## src/design/lvcp_pkg.sv

```systemverilog
// shared types and constants of the letter/value command parser
package lvcp_pkg;

  localparam int unsigned WHOLE_W    = 27;
  localparam int unsigned CFG_IDX_W  = 2;
  localparam int unsigned CFG_DATA_W = 16;

  localparam logic [WHOLE_W-1:0] WHOLE_SAT = 27'd99999999;

  // request kinds
  localparam logic REQ_BYTE = 1'b0;
  localparam logic REQ_TICK = 1'b1;

  // register indexes
  localparam logic [CFG_IDX_W-1:0] CFG_VARIANT   = 2'd0;
  localparam logic [CFG_IDX_W-1:0] CFG_TIMEOUT   = 2'd1;
  localparam logic [CFG_IDX_W-1:0] CFG_IDEAL_MIN = 2'd2;
  localparam logic [CFG_IDX_W-1:0] CFG_IDEAL_MAX = 2'd3;

  // register reset values
  localparam logic [1:0]         VARIANT_RST   = 2'd2;
  localparam logic [7:0]         TIMEOUT_RST   = 8'd5;
  localparam logic signed [15:0] IDEAL_MIN_RST = -16'sd1000;
  localparam logic signed [15:0] IDEAL_MAX_RST = 16'sd1000;

  // characters
  localparam logic [7:0] CH_SPACE = 8'h20;
  localparam logic [7:0] CH_MINUS = 8'h2D;
  localparam logic [7:0] CH_DOT   = 8'h2E;
  localparam logic [7:0] CH_ZERO  = 8'h30;
  localparam logic [7:0] CH_NINE  = 8'h39;
  localparam logic [7:0] CH_D     = 8'h44;
  localparam logic [7:0] CH_I     = 8'h49;
  localparam logic [7:0] CH_P     = 8'h50;
  localparam logic [7:0] CH_S     = 8'h53;
  localparam logic [7:0] CH_V     = 8'h56;
  localparam logic [7:0] CH_X     = 8'h58;

  // position map: input span -500 .. 500
  localparam logic [WHOLE_W-1:0] MAP_OFFSET = 27'd500;
  localparam logic [9:0]         MAP_SPAN   = 10'd1000;

  typedef enum logic [2:0] {
    TGT_P_GAIN   = 3'd0,
    TGT_I_GAIN   = 3'd1,
    TGT_D_GAIN   = 3'd2,
    TGT_SPEED    = 3'd3,
    TGT_POSITION = 3'd4,
    TGT_SUCTION  = 3'd5
  } target_e;

  typedef struct packed {
    target_e            target;
    logic               negative;
    logic [WHOLE_W-1:0] whole;
  } cmd_t;

endpackage

```

## src/design/lvcp_parser.sv

```systemverilog
// byte/tick parser: pending letter, decimal accumulation and silence timer
module lvcp_parser #(
  parameter int unsigned FRAC_MAX = 6,
  localparam int unsigned FRAC_W = $clog2(10 ** FRAC_MAX),
  localparam int unsigned CNT_W  = $clog2(FRAC_MAX + 1)
) (
  input  logic              clk_i,
  input  logic              rst_ni,
  input  logic              accept_i,
  input  logic              req_type_i,
  input  logic [7:0]        rx_byte_i,
  input  logic [1:0]        variant_i,
  input  logic [7:0]        timeout_i,
  output logic              emit_o,
  output lvcp_pkg::cmd_t    cmd_o,
  output logic [FRAC_W-1:0] frac_o,
  output logic [CNT_W-1:0]  cnt_o
);
  import lvcp_pkg::*;

  typedef enum logic [3:0] {
    PH_START = 4'b0001,
    PH_INT   = 4'b0010,
    PH_FRAC  = 4'b0100,
    PH_DONE  = 4'b1000
  } phase_e;

  logic [7:0]         pend_q, pend_d;
  phase_e             phase_q, phase_d;
  logic               sign_q, sign_d;
  logic [WHOLE_W-1:0] whole_q, whole_d;
  logic [FRAC_W-1:0]  frac_q, frac_d;
  logic [CNT_W-1:0]   cnt_q, cnt_d;
  logic [7:0]         sil_q, sil_d;

  logic               is_digit, is_num, fire, clr, known;
  logic [3:0]         digit;
  logic [30:0]        w10;
  logic [FRAC_W+3:0]  f10;
  logic [8:0]         sil_inc;
  target_e            tgt;

  assign is_digit = (rx_byte_i >= CH_ZERO) && (rx_byte_i <= CH_NINE);
  assign is_num   = is_digit || (rx_byte_i == CH_DOT) || (rx_byte_i == CH_MINUS);
  assign digit    = rx_byte_i[3:0];
  assign w10      = (31'(whole_q) << 3) + (31'(whole_q) << 1) + 31'(digit);
  assign f10      = ((FRAC_W+4)'(frac_q) << 3) + ((FRAC_W+4)'(frac_q) << 1)
                  + (FRAC_W+4)'(digit);
  assign sil_inc  = 9'(sil_q) + 9'd1;

  // letter decode, gated by variant
  always_comb begin
    known = 1'b1;
    tgt   = TGT_P_GAIN;
    unique case (pend_q)
      CH_P:    tgt = TGT_P_GAIN;
      CH_I:    tgt = TGT_I_GAIN;
      CH_D:    tgt = TGT_D_GAIN;
      CH_V:    tgt = TGT_SPEED;
      CH_X: begin
        tgt   = TGT_POSITION;
        known = (variant_i != 2'd0);
      end
      CH_S: begin
        tgt   = TGT_SUCTION;
        known = (variant_i >= 2'd2);
      end
      default: known = 1'b0;
    endcase
  end

  always_comb begin
    pend_d  = pend_q;
    phase_d = phase_q;
    sign_d  = sign_q;
    whole_d = whole_q;
    frac_d  = frac_q;
    cnt_d   = cnt_q;
    sil_d   = sil_q;
    fire    = 1'b0;
    clr     = 1'b0;
    if (accept_i) begin
      if (req_type_i == REQ_BYTE) begin
        sil_d = '0;
        if (is_num) begin
          unique case (phase_q) inside
            PH_START, PH_INT: begin
              if (is_digit) begin
                whole_d = (w10 > 31'(WHOLE_SAT)) ? WHOLE_SAT : w10[WHOLE_W-1:0];
                phase_d = PH_INT;
              end else if (rx_byte_i == CH_DOT) begin
                phase_d = PH_FRAC;
              end else if (phase_q == PH_START) begin
                sign_d  = 1'b1;
                phase_d = PH_INT;
              end else begin
                phase_d = PH_DONE;
              end
            end
            PH_FRAC: begin
              if (is_digit) begin
                if (cnt_q < CNT_W'(FRAC_MAX)) begin
                  frac_d = f10[FRAC_W-1:0];
                  cnt_d  = cnt_q + CNT_W'(1);
                end
              end else begin
                phase_d = PH_DONE;
              end
            end
            PH_DONE: ;
            default: ;
          endcase
        end else begin
          // any other byte runs the pending letter and becomes the new one
          fire   = (pend_q != CH_SPACE);
          pend_d = rx_byte_i;
          clr    = 1'b1;
        end
      end else begin
        sil_d = sil_inc[8] ? 8'hFF : sil_inc[7:0];
        if ((sil_inc > 9'(timeout_i)) && (pend_q != CH_SPACE)) begin
          fire   = 1'b1;
          pend_d = CH_SPACE;
          clr    = 1'b1;
        end
      end
    end
    if (clr) begin
      phase_d = PH_START;
      sign_d  = 1'b0;
      whole_d = '0;
      frac_d  = '0;
      cnt_d   = '0;
    end
  end

  always_ff @(posedge clk_i or negedge rst_ni) begin
    if (!rst_ni) begin
      pend_q  <= CH_SPACE;
      phase_q <= PH_START;
      sign_q  <= 1'b0;
      whole_q <= '0;
      frac_q  <= '0;
      cnt_q   <= '0;
      sil_q   <= '0;
    end else begin
      pend_q  <= pend_d;
      phase_q <= phase_d;
      sign_q  <= sign_d;
      whole_q <= whole_d;
      frac_q  <= frac_d;
      cnt_q   <= cnt_d;
      sil_q   <= sil_d;
    end
  end

  // snapshot of the number as it stood before this word
  assign emit_o          = fire && known;
  assign cmd_o.target    = tgt;
  assign cmd_o.negative  = sign_q;
  assign cmd_o.whole     = whole_q;
  assign frac_o          = frac_q;
  assign cnt_o           = cnt_q;

endmodule

```

## src/design/lvcp_result_pipe.sv

```systemverilog
// result pipeline: position map arithmetic and output register
module lvcp_result_pipe #(
  parameter int unsigned FRAC_MAX = 6,
  localparam int unsigned FRAC_W = $clog2(10 ** FRAC_MAX),
  localparam int unsigned CNT_W  = $clog2(FRAC_MAX + 1)
) (
  input  logic                clk_i,
  input  logic                rst_ni,
  input  logic                emit_i,
  input  lvcp_pkg::cmd_t      cmd_i,
  input  logic [FRAC_W-1:0]   frac_i,
  input  logic [CNT_W-1:0]    cnt_i,
  input  logic signed [15:0]  ideal_min_i,
  input  logic signed [15:0]  ideal_max_i,
  output logic                take_o,
  input  logic                out_stall_i,
  output logic                out_valid_o,
  output lvcp_pkg::cmd_t      cmd_o,
  output logic [FRAC_W-1:0]   frac_o,
  output logic [CNT_W-1:0]    cnt_o,
  output logic signed [31:0]  int_o
);
  import lvcp_pkg::*;

  localparam int unsigned NSTG = 8;
  // exact floor(n / 1000) for 27-bit and 26-bit n
  localparam logic [27:0] RECIP_U = 28'd137438954;
  localparam logic [26:0] RECIP_B = 27'd68719477;

  logic [NSTG-1:0]   v_q;
  logic [NSTG-1:0]   en;
  cmd_t              cmd_q  [NSTG];
  logic [FRAC_W-1:0] frac_q [NSTG];
  logic [CNT_W-1:0]  cnt_q  [NSTG];

  logic [WHOLE_W-1:0] mu1_q, mu2_q, mu_d;
  logic               un1_q, un2_q, un3_q, un4_q, un5_q, un_d;
  logic [16:0]        qu2_q, qu3_q;
  logic [9:0]         ru3_q;
  logic [32:0]        a4_q, a5_q;
  logic [25:0]        b4_q;
  logic [15:0]        c5_q;
  logic [33:0]        mq6_q;
  logic               pn6_q;
  logic signed [31:0] int_q, int_d;

  logic [54:0]        prod_u;
  logic [52:0]        prod_b;
  logic [WHOLE_W-1:0] rem_full;
  logic signed [16:0] diff;
  logic [16:0]        diff_abs;
  logic [15:0]        dmag;
  logic signed [34:0] q_s;
  logic signed [35:0] sum_s;
  logic signed [31:0] trunc;

  // a stage loads when empty or when the stage after it moves on
  always_comb begin
    en[NSTG-1] = !v_q[NSTG-1] || !out_stall_i;
    for (int k = NSTG - 2; k >= 0; k--) begin
      en[k] = !v_q[k] || en[k+1];
    end
  end
  assign take_o = en[0];

  always_ff @(posedge clk_i or negedge rst_ni) begin
    if (!rst_ni) begin
      v_q <= '0;
    end else begin
      if (en[0]) v_q[0] <= emit_i;
      for (int k = 1; k < NSTG; k++) begin
        if (en[k]) v_q[k] <= v_q[k-1];
      end
    end
  end

  always_ff @(posedge clk_i) begin
    if (en[0]) begin
      cmd_q[0]  <= cmd_i;
      frac_q[0] <= frac_i;
      cnt_q[0]  <= cnt_i;
    end
    for (int k = 1; k < NSTG; k++) begin
      if (en[k]) begin
        cmd_q[k]  <= cmd_q[k-1];
        frac_q[k] <= frac_q[k-1];
        cnt_q[k]  <= cnt_q[k-1];
      end
    end
  end

  // |value + 500| and its sign
  always_comb begin
    if (!cmd_q[0].negative) begin
      mu_d = cmd_q[0].whole + MAP_OFFSET;
      un_d = 1'b0;
    end else if (cmd_q[0].whole <= MAP_OFFSET) begin
      mu_d = MAP_OFFSET - cmd_q[0].whole;
      un_d = 1'b0;
    end else begin
      mu_d = cmd_q[0].whole - MAP_OFFSET;
      un_d = 1'b1;
    end
  end

  // span of the map, split into sign and magnitude
  assign diff     = {ideal_max_i[15], ideal_max_i} - {ideal_min_i[15], ideal_min_i};
  assign diff_abs = diff[16] ? (17'd0 - 17'(diff)) : 17'(diff);
  assign dmag     = diff_abs[15:0];

  assign prod_u   = 55'(mu1_q) * 55'(RECIP_U);
  assign rem_full = mu2_q - (27'(qu2_q) * 27'(MAP_SPAN));
  assign prod_b   = 53'(b4_q) * 53'(RECIP_B);

  always_ff @(posedge clk_i) begin
    if (en[1]) begin
      mu1_q <= mu_d;
      un1_q <= un_d;
    end
    if (en[2]) begin
      qu2_q <= prod_u[53:37];
      mu2_q <= mu1_q;
      un2_q <= un1_q;
    end
    if (en[3]) begin
      qu3_q <= qu2_q;
      ru3_q <= rem_full[9:0];
      un3_q <= un2_q;
    end
    if (en[4]) begin
      a4_q  <= 33'(qu3_q) * 33'(dmag);
      b4_q  <= 26'(ru3_q) * 26'(dmag);
      un4_q <= un3_q;
    end
    if (en[5]) begin
      a5_q  <= a4_q;
      c5_q  <= prod_b[51:36];
      un5_q <= un4_q;
    end
    if (en[6]) begin
      mq6_q <= 34'(a5_q) + 34'(c5_q);
      pn6_q <= un5_q ^ diff[16];
    end
    if (en[7]) begin
      int_q <= int_d;
    end
  end

  // final sign, offset and saturation
  assign q_s   = pn6_q ? -$signed({1'b0, mq6_q}) : $signed({1'b0, mq6_q});
  assign sum_s = $signed({q_s[34], q_s}) + $signed({{20{ideal_min_i[15]}}, ideal_min_i});
  assign trunc = cmd_q[6].negative ? -$signed({5'b0, cmd_q[6].whole})
                                   : $signed({5'b0, cmd_q[6].whole});

  always_comb begin
    case (cmd_q[6].target) inside
      TGT_SPEED, TGT_SUCTION: int_d = trunc;
      TGT_POSITION: begin
        if (sum_s > 36'sd2147483647) begin
          int_d = 32'sh7FFFFFFF;
        end else if (sum_s < -36'sd2147483648) begin
          int_d = 32'sh80000000;
        end else begin
          int_d = sum_s[31:0];
        end
      end
      default: int_d = '0;
    endcase
  end

  assign out_valid_o = v_q[NSTG-1];
  assign cmd_o       = cmd_q[NSTG-1];
  assign frac_o      = frac_q[NSTG-1];
  assign cnt_o       = cnt_q[NSTG-1];
  assign int_o       = int_q;

endmodule

```

## src/design/letter_value_command_parser.sv

```systemverilog
// top level of the letter/value command parser
//
// usage:
// - input channel (in_valid_i / in_stall_o): one word per received byte
//   (req_type_i = 0, rx_byte_i holds the character) or per millisecond tick
//   (req_type_i = 1). a word is taken when in_valid_i is high and in_stall_o low
// - output channel (out_valid_o / out_stall_i): one word per executed command,
//   carrying target, sign, integer part, fraction digits and an integer result
// - config channel (cfg_valid_i / cfg_ready_o): register index and write data;
//   cfg_ready_o is always high, write only while no command is in flight
// - throughput: one input word per clock while in_stall_o is low; the parser
//   state updates at the accepting edge, so back-to-back words are fine
// - pipeline: a result passes through the eight-stage result pipeline (map
//   multiply, two reciprocal divides by 1000, output register) before it
//   shows on out_valid_o
// - stalls: stages collapse bubbles; input stalls only when all eight stages
//   hold results and the receiver stalls
// - reset: no pending letter, empty number, silence count zero, registers at
//   their defaults (variant 2, timeout 5, map -1000 .. 1000), pipeline empty
module letter_value_command_parser #(
  parameter int unsigned FRAC_MAX = 6,
  localparam int unsigned FRAC_W = $clog2(10 ** FRAC_MAX),
  localparam int unsigned CNT_W  = $clog2(FRAC_MAX + 1)
) (
  input  logic                              clk_i,
  input  logic                              rst_ni,
  // input words
  input  logic                              in_valid_i,
  output logic                              in_stall_o,
  input  logic                              req_type_i,
  input  logic [7:0]                        rx_byte_i,
  // result words
  output logic                              out_valid_o,
  input  logic                              out_stall_i,
  output logic [2:0]                        target_o,
  output logic                              negative_o,
  output logic [lvcp_pkg::WHOLE_W-1:0]      whole_part_o,
  output logic [FRAC_W-1:0]                 fraction_digits_o,
  output logic [CNT_W-1:0]                  fraction_count_o,
  output logic signed [31:0]                int_result_o,
  // register writes
  input  logic                              cfg_valid_i,
  output logic                              cfg_ready_o,
  input  logic [lvcp_pkg::CFG_IDX_W-1:0]    cfg_index_i,
  input  logic [lvcp_pkg::CFG_DATA_W-1:0]   cfg_data_i
);
  import lvcp_pkg::*;

  // configuration registers
  logic [1:0]         variant_q;
  logic [7:0]         timeout_q;
  logic signed [15:0] ideal_min_q;
  logic signed [15:0] ideal_max_q;

  logic               accept;
  logic               take;
  logic               emit;
  cmd_t               cmd_in, cmd_out;
  logic [FRAC_W-1:0]  frac_in;
  logic [CNT_W-1:0]   cnt_in;

  assign cfg_ready_o = 1'b1;

  always_ff @(posedge clk_i or negedge rst_ni) begin
    if (!rst_ni) begin
      variant_q   <= VARIANT_RST;
      timeout_q   <= TIMEOUT_RST;
      ideal_min_q <= IDEAL_MIN_RST;
      ideal_max_q <= IDEAL_MAX_RST;
    end else if (cfg_valid_i && cfg_ready_o) begin
      unique case (cfg_index_i)
        CFG_VARIANT:   variant_q   <= cfg_data_i[1:0];
        CFG_TIMEOUT:   timeout_q   <= cfg_data_i[7:0];
        CFG_IDEAL_MIN: ideal_min_q <= $signed(cfg_data_i);
        CFG_IDEAL_MAX: ideal_max_q <= $signed(cfg_data_i);
        default: ;
      endcase
    end
  end

  // input is held off only when the first pipeline stage cannot load
  assign in_stall_o = !take;
  assign accept     = in_valid_i && !in_stall_o;

  lvcp_parser #(
    .FRAC_MAX (FRAC_MAX)
  ) u_parser (
    .clk_i      (clk_i),
    .rst_ni     (rst_ni),
    .accept_i   (accept),
    .req_type_i (req_type_i),
    .rx_byte_i  (rx_byte_i),
    .variant_i  (variant_q),
    .timeout_i  (timeout_q),
    .emit_o     (emit),
    .cmd_o      (cmd_in),
    .frac_o     (frac_in),
    .cnt_o      (cnt_in)
  );

  lvcp_result_pipe #(
    .FRAC_MAX (FRAC_MAX)
  ) u_result_pipe (
    .clk_i       (clk_i),
    .rst_ni      (rst_ni),
    .emit_i      (emit),
    .cmd_i       (cmd_in),
    .frac_i      (frac_in),
    .cnt_i       (cnt_in),
    .ideal_min_i (ideal_min_q),
    .ideal_max_i (ideal_max_q),
    .take_o      (take),
    .out_stall_i (out_stall_i),
    .out_valid_o (out_valid_o),
    .cmd_o       (cmd_out),
    .frac_o      (fraction_digits_o),
    .cnt_o       (fraction_count_o),
    .int_o       (int_result_o)
  );

  assign target_o     = cmd_out.target;
  assign negative_o   = cmd_out.negative;
  assign whole_part_o = cmd_out.whole;

  // input backpressure only comes from a full pipeline behind a stalled receiver
  assert property (@(posedge clk_i) disable iff (!rst_ni)
    in_stall_o |-> (out_valid_o && out_stall_i))
    else $error("input stalled while the result pipeline can move");

  // integer part saturated, fraction count bounded
  assert property (@(posedge clk_i) disable iff (!rst_ni)
    out_valid_o |-> ((whole_part_o <= WHOLE_SAT)
                     && (fraction_count_o <= CNT_W'(FRAC_MAX))))
    else $error("result decimal out of range");

  // gain commands carry no integer result
  assert property (@(posedge clk_i) disable iff (!rst_ni)
    (out_valid_o && (target_o < TGT_SPEED)) |-> (int_result_o == 32'sd0))
    else $error("gain result with nonzero integer");

  // speed result is the signed integer part
  assert property (@(posedge clk_i) disable iff (!rst_ni)
    (out_valid_o && (target_o == TGT_SPEED)) |->
      (int_result_o == (negative_o ? -$signed({5'b0, whole_part_o})
                                   : $signed({5'b0, whole_part_o}))))
    else $error("speed result does not match the parsed value");

endmodule

```

## config.mk

```make
export PLATFORM = sky130hd
export DESIGN_NAME = letter_value_command_parser
export DESIGN_NICKNAME = d
export VERILOG_FILES = /design/src/design/lvcp_pkg.sv /design/src/design/lvcp_parser.sv /design/src/design/lvcp_result_pipe.sv /design/src/design/letter_value_command_parser.sv
export SDC_FILE = /design/constraint.sdc
export NUM_CORES = 2
export LEC_CHECK = 0
export BUFFER_PORTS_ARGS = -buffer_cell sky130_fd_sc_hd__buf_2
export CAP_MARGIN = 40
export CORE_MARGIN = 2
export CORE_UTILIZATION = 40
export DETAILED_ROUTE_END_ITERATION = 10
export PLACE_DENSITY = 0.6
export SYNTH_ARGS = -nofsm -noshare
export SYNTH_HDL_FRONTEND = slang
export SYNTH_HIERARCHICAL = 1
export SYNTH_SLANG_ARGS = --single-unit
export TNS_END_PERCENT = 20
```

## constraint.sdc

```tcl
create_clock -name clk_i -period 20.4 [get_ports clk_i]
set_clock_uncertainty 0.1 [all_clocks]
set_input_delay 1.02 -clock clk_i [delete_from_list [all_inputs] [get_ports clk_i]]
set_output_delay 1.02 -clock clk_i [all_outputs]
set_load 0.05 [all_outputs]
```

==> summary.txt <==
Run status
  • Status: finished clean

Layout
  • Synth-to-layout area growth: 8.69%
  • Fraction of layout cells with a size suffix above 1: 6.83%
  • Most frequent cells in the layout: inv_1 (1224), ha_1 (906), fa_1 (766)
  • # nets final: between 8000 and 9000
  • Commonest non-fill, non-tap cell in the layout: inv_1

Floorplanning
  • Die W: between 400 and 500 µm
  • # IOs: around 120
  • Die Area: 0.180 mm²
  • FP Rows: roughly 150
  • Core Area: 0.176 mm²
  • Initial Util: about two fifths
  • Die Height: 424 µm

Yosys
  • FF+latch count, synth: about 800
  • Post-synthesis async set-or-reset flop share: 14.9%
  • Synth cell types: roughly 100
  • Sequential share of the synthesized area: 33.6%
  • Synth warn: 6
  • Synth Instances: about 6300
  • Top FF cell, synth: edfxtp_1
  • Syn Std Cell Area: ~0.071 mm²
  • Syn Area/Cell: about 11 µm²
  • EDFF count, synth: 690
  • Synthesized Nets: between 7000 and 8000

STA
  • Final Hold Fails: 0
  • Slew margin rel.: 39.1%
  • Tcrit/Tclk final: 50.9%
  • Setup TNS Final: 0 ns
  • Final setup fails: 0
  • Fmax: about 0.096 GHz
  • Worst Tran Pin Value: 0.901 ns
  • RSZ-0062 raised after global routing: false
  • Fin crit period: 10.38 ns
  • Max Slew Vio Count: 0

Setup path
  • Required time worst endpoint: just over 20 ns
  • CP endpoint kind: register
  • CP max FO: 27
  • CP startpoint: ideal_min_q[0]
  • Most frequent CP cell: fa_1
  • R2r startpoint: ideal_min_q[0]
  • Critical Path Max Stage Delay: ~0.55 ns
  • Setup crit start kind: register
  • Critical path's slowest cell: fa_1
  • Arr. time, crit path: roughly 11 ns
  • CP Class: register to register

GRT
  • Largest net degree at the start of global routing: 69
  • Tot GR Track Use: just under 20%
  • Met2 usage: 33.6%
  • Initial antenna violation count: 10
  • Met1 Use GR: 24.2%
  • Total gr overflow: 0
  • Grt met3 use: 2.41%
  • First-pass GRT wire length: about 270 mm
  • Most used routing layer: met2
  • Number of global-route vias before repair: between 40000 and 50000

Hold path
  • Min-Delay Path Class: primary input to asynchronous set/reset pin

Clocking
  • H-tree lvl count: 3
  • CTS resizes: 0
  • Max Buffers Root-to-Sink: 3
  • Root buffer cell: clkbuf_16
  • CTS Buf Count: between 80 and 90
  • Worst skew pair latency: 0.70 ns
  • Clock sinks: ~810
  • Postcts setup bufs: 0
  • TritonCTS clock tree: built
  • Post-CTS Hold Fix Bufs: 0
  • Clock-pin slew on the worst setup and hold paths: roughly 0.060 ns

Routing
  • Post-route ant nets: 0
  • DRT Pass-1 Iters: 5
  • Wire per inst: 19.3 µm
  • Vias post-DR: roughly 44000
  • Routed WL: 169 mm
  • Drt drc: 0
  • Drt initial violations: about 2500
  • DR vias/cell: just over 5

Flow run
  • Max_cap viols: 0

Place
  • DP HPWL: 136 mm
  • Routability cong.: 0.918
  • Port Buf Inserts: 119
==> cell families after synthesis <==
| kind of cell | synth area share, % |
|---|---|
| adder cells (fa/ha/maj) | 37.7 |
| buffers and inverters | 7.82 |
| AND/OR/NAND/NOR | 8.50 |
| flip-flops | 33.6 |
| AO/OA/AOI/OAI | 7.53 |
| XOR/XNOR | 3.89 |
| multiplexers | 0.911 |
| other | 0.00530 |
==> layout make-up <==
type / count / area, µm²
repair buffers: 175 / 1120
clock buffers: 107 / 2300
multi-input cells: 4052 / 41600
fillers: 16400 / 99100
clock inverters: 54 / 539
inverters: 1226 / 4610
flip-flops and latches: 811 / 23800
diodes: 3 / 7.51
well taps: 2340 / 2930
==> worst max-delay path, delay by kind of cell, from the launching register on <==
kind            cells  cell delay [ns]
fa+ha+maj           9             4.23
compound gates      9             2.62
simple gates        7             1.98
buf+inv             4             0.50
flops               1             0.40
xor+xnor            2             0.28
==> synthesized netlist by cell type (11+ instances only) <==
cell type	n	share of area [%]
dfstp_2	19	0.71
edfxtp_1	690	29
o221ai_1	30	0.37
a31oi_1	29	0.26
and4_1	11	0.14
nand4_1	37	0.33
and3_1	35	0.31
nor2b_1	50	0.44
xnor2_1	195	2.4
a211oi_1	26	0.28
mux2_4	20	0.42
o21a_1	43	0.46
o31ai_1	39	0.41
fa_1	766	22
and2_1	161	1.4
ha_1	906	16
or4_1	18	0.19
o41ai_1	12	0.15
nor2_1	170	0.90
nor3_1	40	0.28
nand3_1	89	0.63
a21o_1	93	0.99
o21ai_0	166	1.2
xor2_1	117	1.4
or3_1	29	0.26
o211ai_1	28	0.30
or2_2	13	0.12
nand2b_1	52	0.46
inv_1	1226	6.5
a22oi_1	12	0.13
dfrtp_1	102	3.6
o21bai_1	21	0.22
a21oi_1	175	1.2
mux2_2	27	0.43
clkbuf_1	118	0.63
buf_4	58	0.62
nand2_1	474	2.5
==> path summary, 6_finish.rpt <==
check,endpoint,slack [ns],cells after the start
min reg2reg,u_result_pipe/frac_q[1][44],0.30,0
min in group clk_i,u_result_pipe/frac_q[1][44],0.30,0
min,u_parser/frac_o[10],0.21,1
max,u_result_pipe/a4_q[31],10.02,31
max reg2reg,u_result_pipe/a4_q[31],10.02,31
max in group asynchronous,ideal_max_q[7],18.99,3
==> registers in the layout (all words and copies together) (netlist names), 10 cells and up <==
name,cells
u_result_pipe/qu2_q,17
ideal_min_q,16
u_result_pipe/a5_q,33
u_result_pipe/a4_q,33
u_result_pipe/frac_q,160
ideal_max_q,16
u_result_pipe/int_o,32
u_result_pipe/ru3_q,10
u_result_pipe/b4_q,26
u_result_pipe/c5_q,16
u_result_pipe/mu2_q,10
u_result_pipe/cmd_q,245
u_result_pipe/mu1_q,27
u_parser/whole_q,27
u_parser/frac_o,20
u_result_pipe/cnt_q,24
u_result_pipe/qu3_q,17
u_result_pipe/mq6_q,34
==> per-stage QoR <==
step | instances | instance area [µm²] | setup slack [ns] | hold slack [ns] | utilization [%]
after CTS | 8764 | 76800 | 10.06 | 0.178 | 43.7
final | 8768 | 76800 | 10.02 | 0.205 | 43.7
after floorplan | 6273 | 70700 | 10.74 | 0.300 | -
after global routing | 8766 | 76800 | 9.54 | 0.221 | 43.7
after detailed placement | 8603 | 74000 | 10.10 | 0.305 | 42.1
after global placement | 8594 | 73800 | 10.20 | 0.301 | 42.0
==> per-layer routing <==
metal	up-vias	share of wire, %
li1	21000	-
met4	0	4.1
met1	22200	41
met3	296	4.2
met5	-	0
met2	937	50
Power is not shown: default switching activity piles up to over one toggle a cycle in this logic, so the estimate is an artifact.
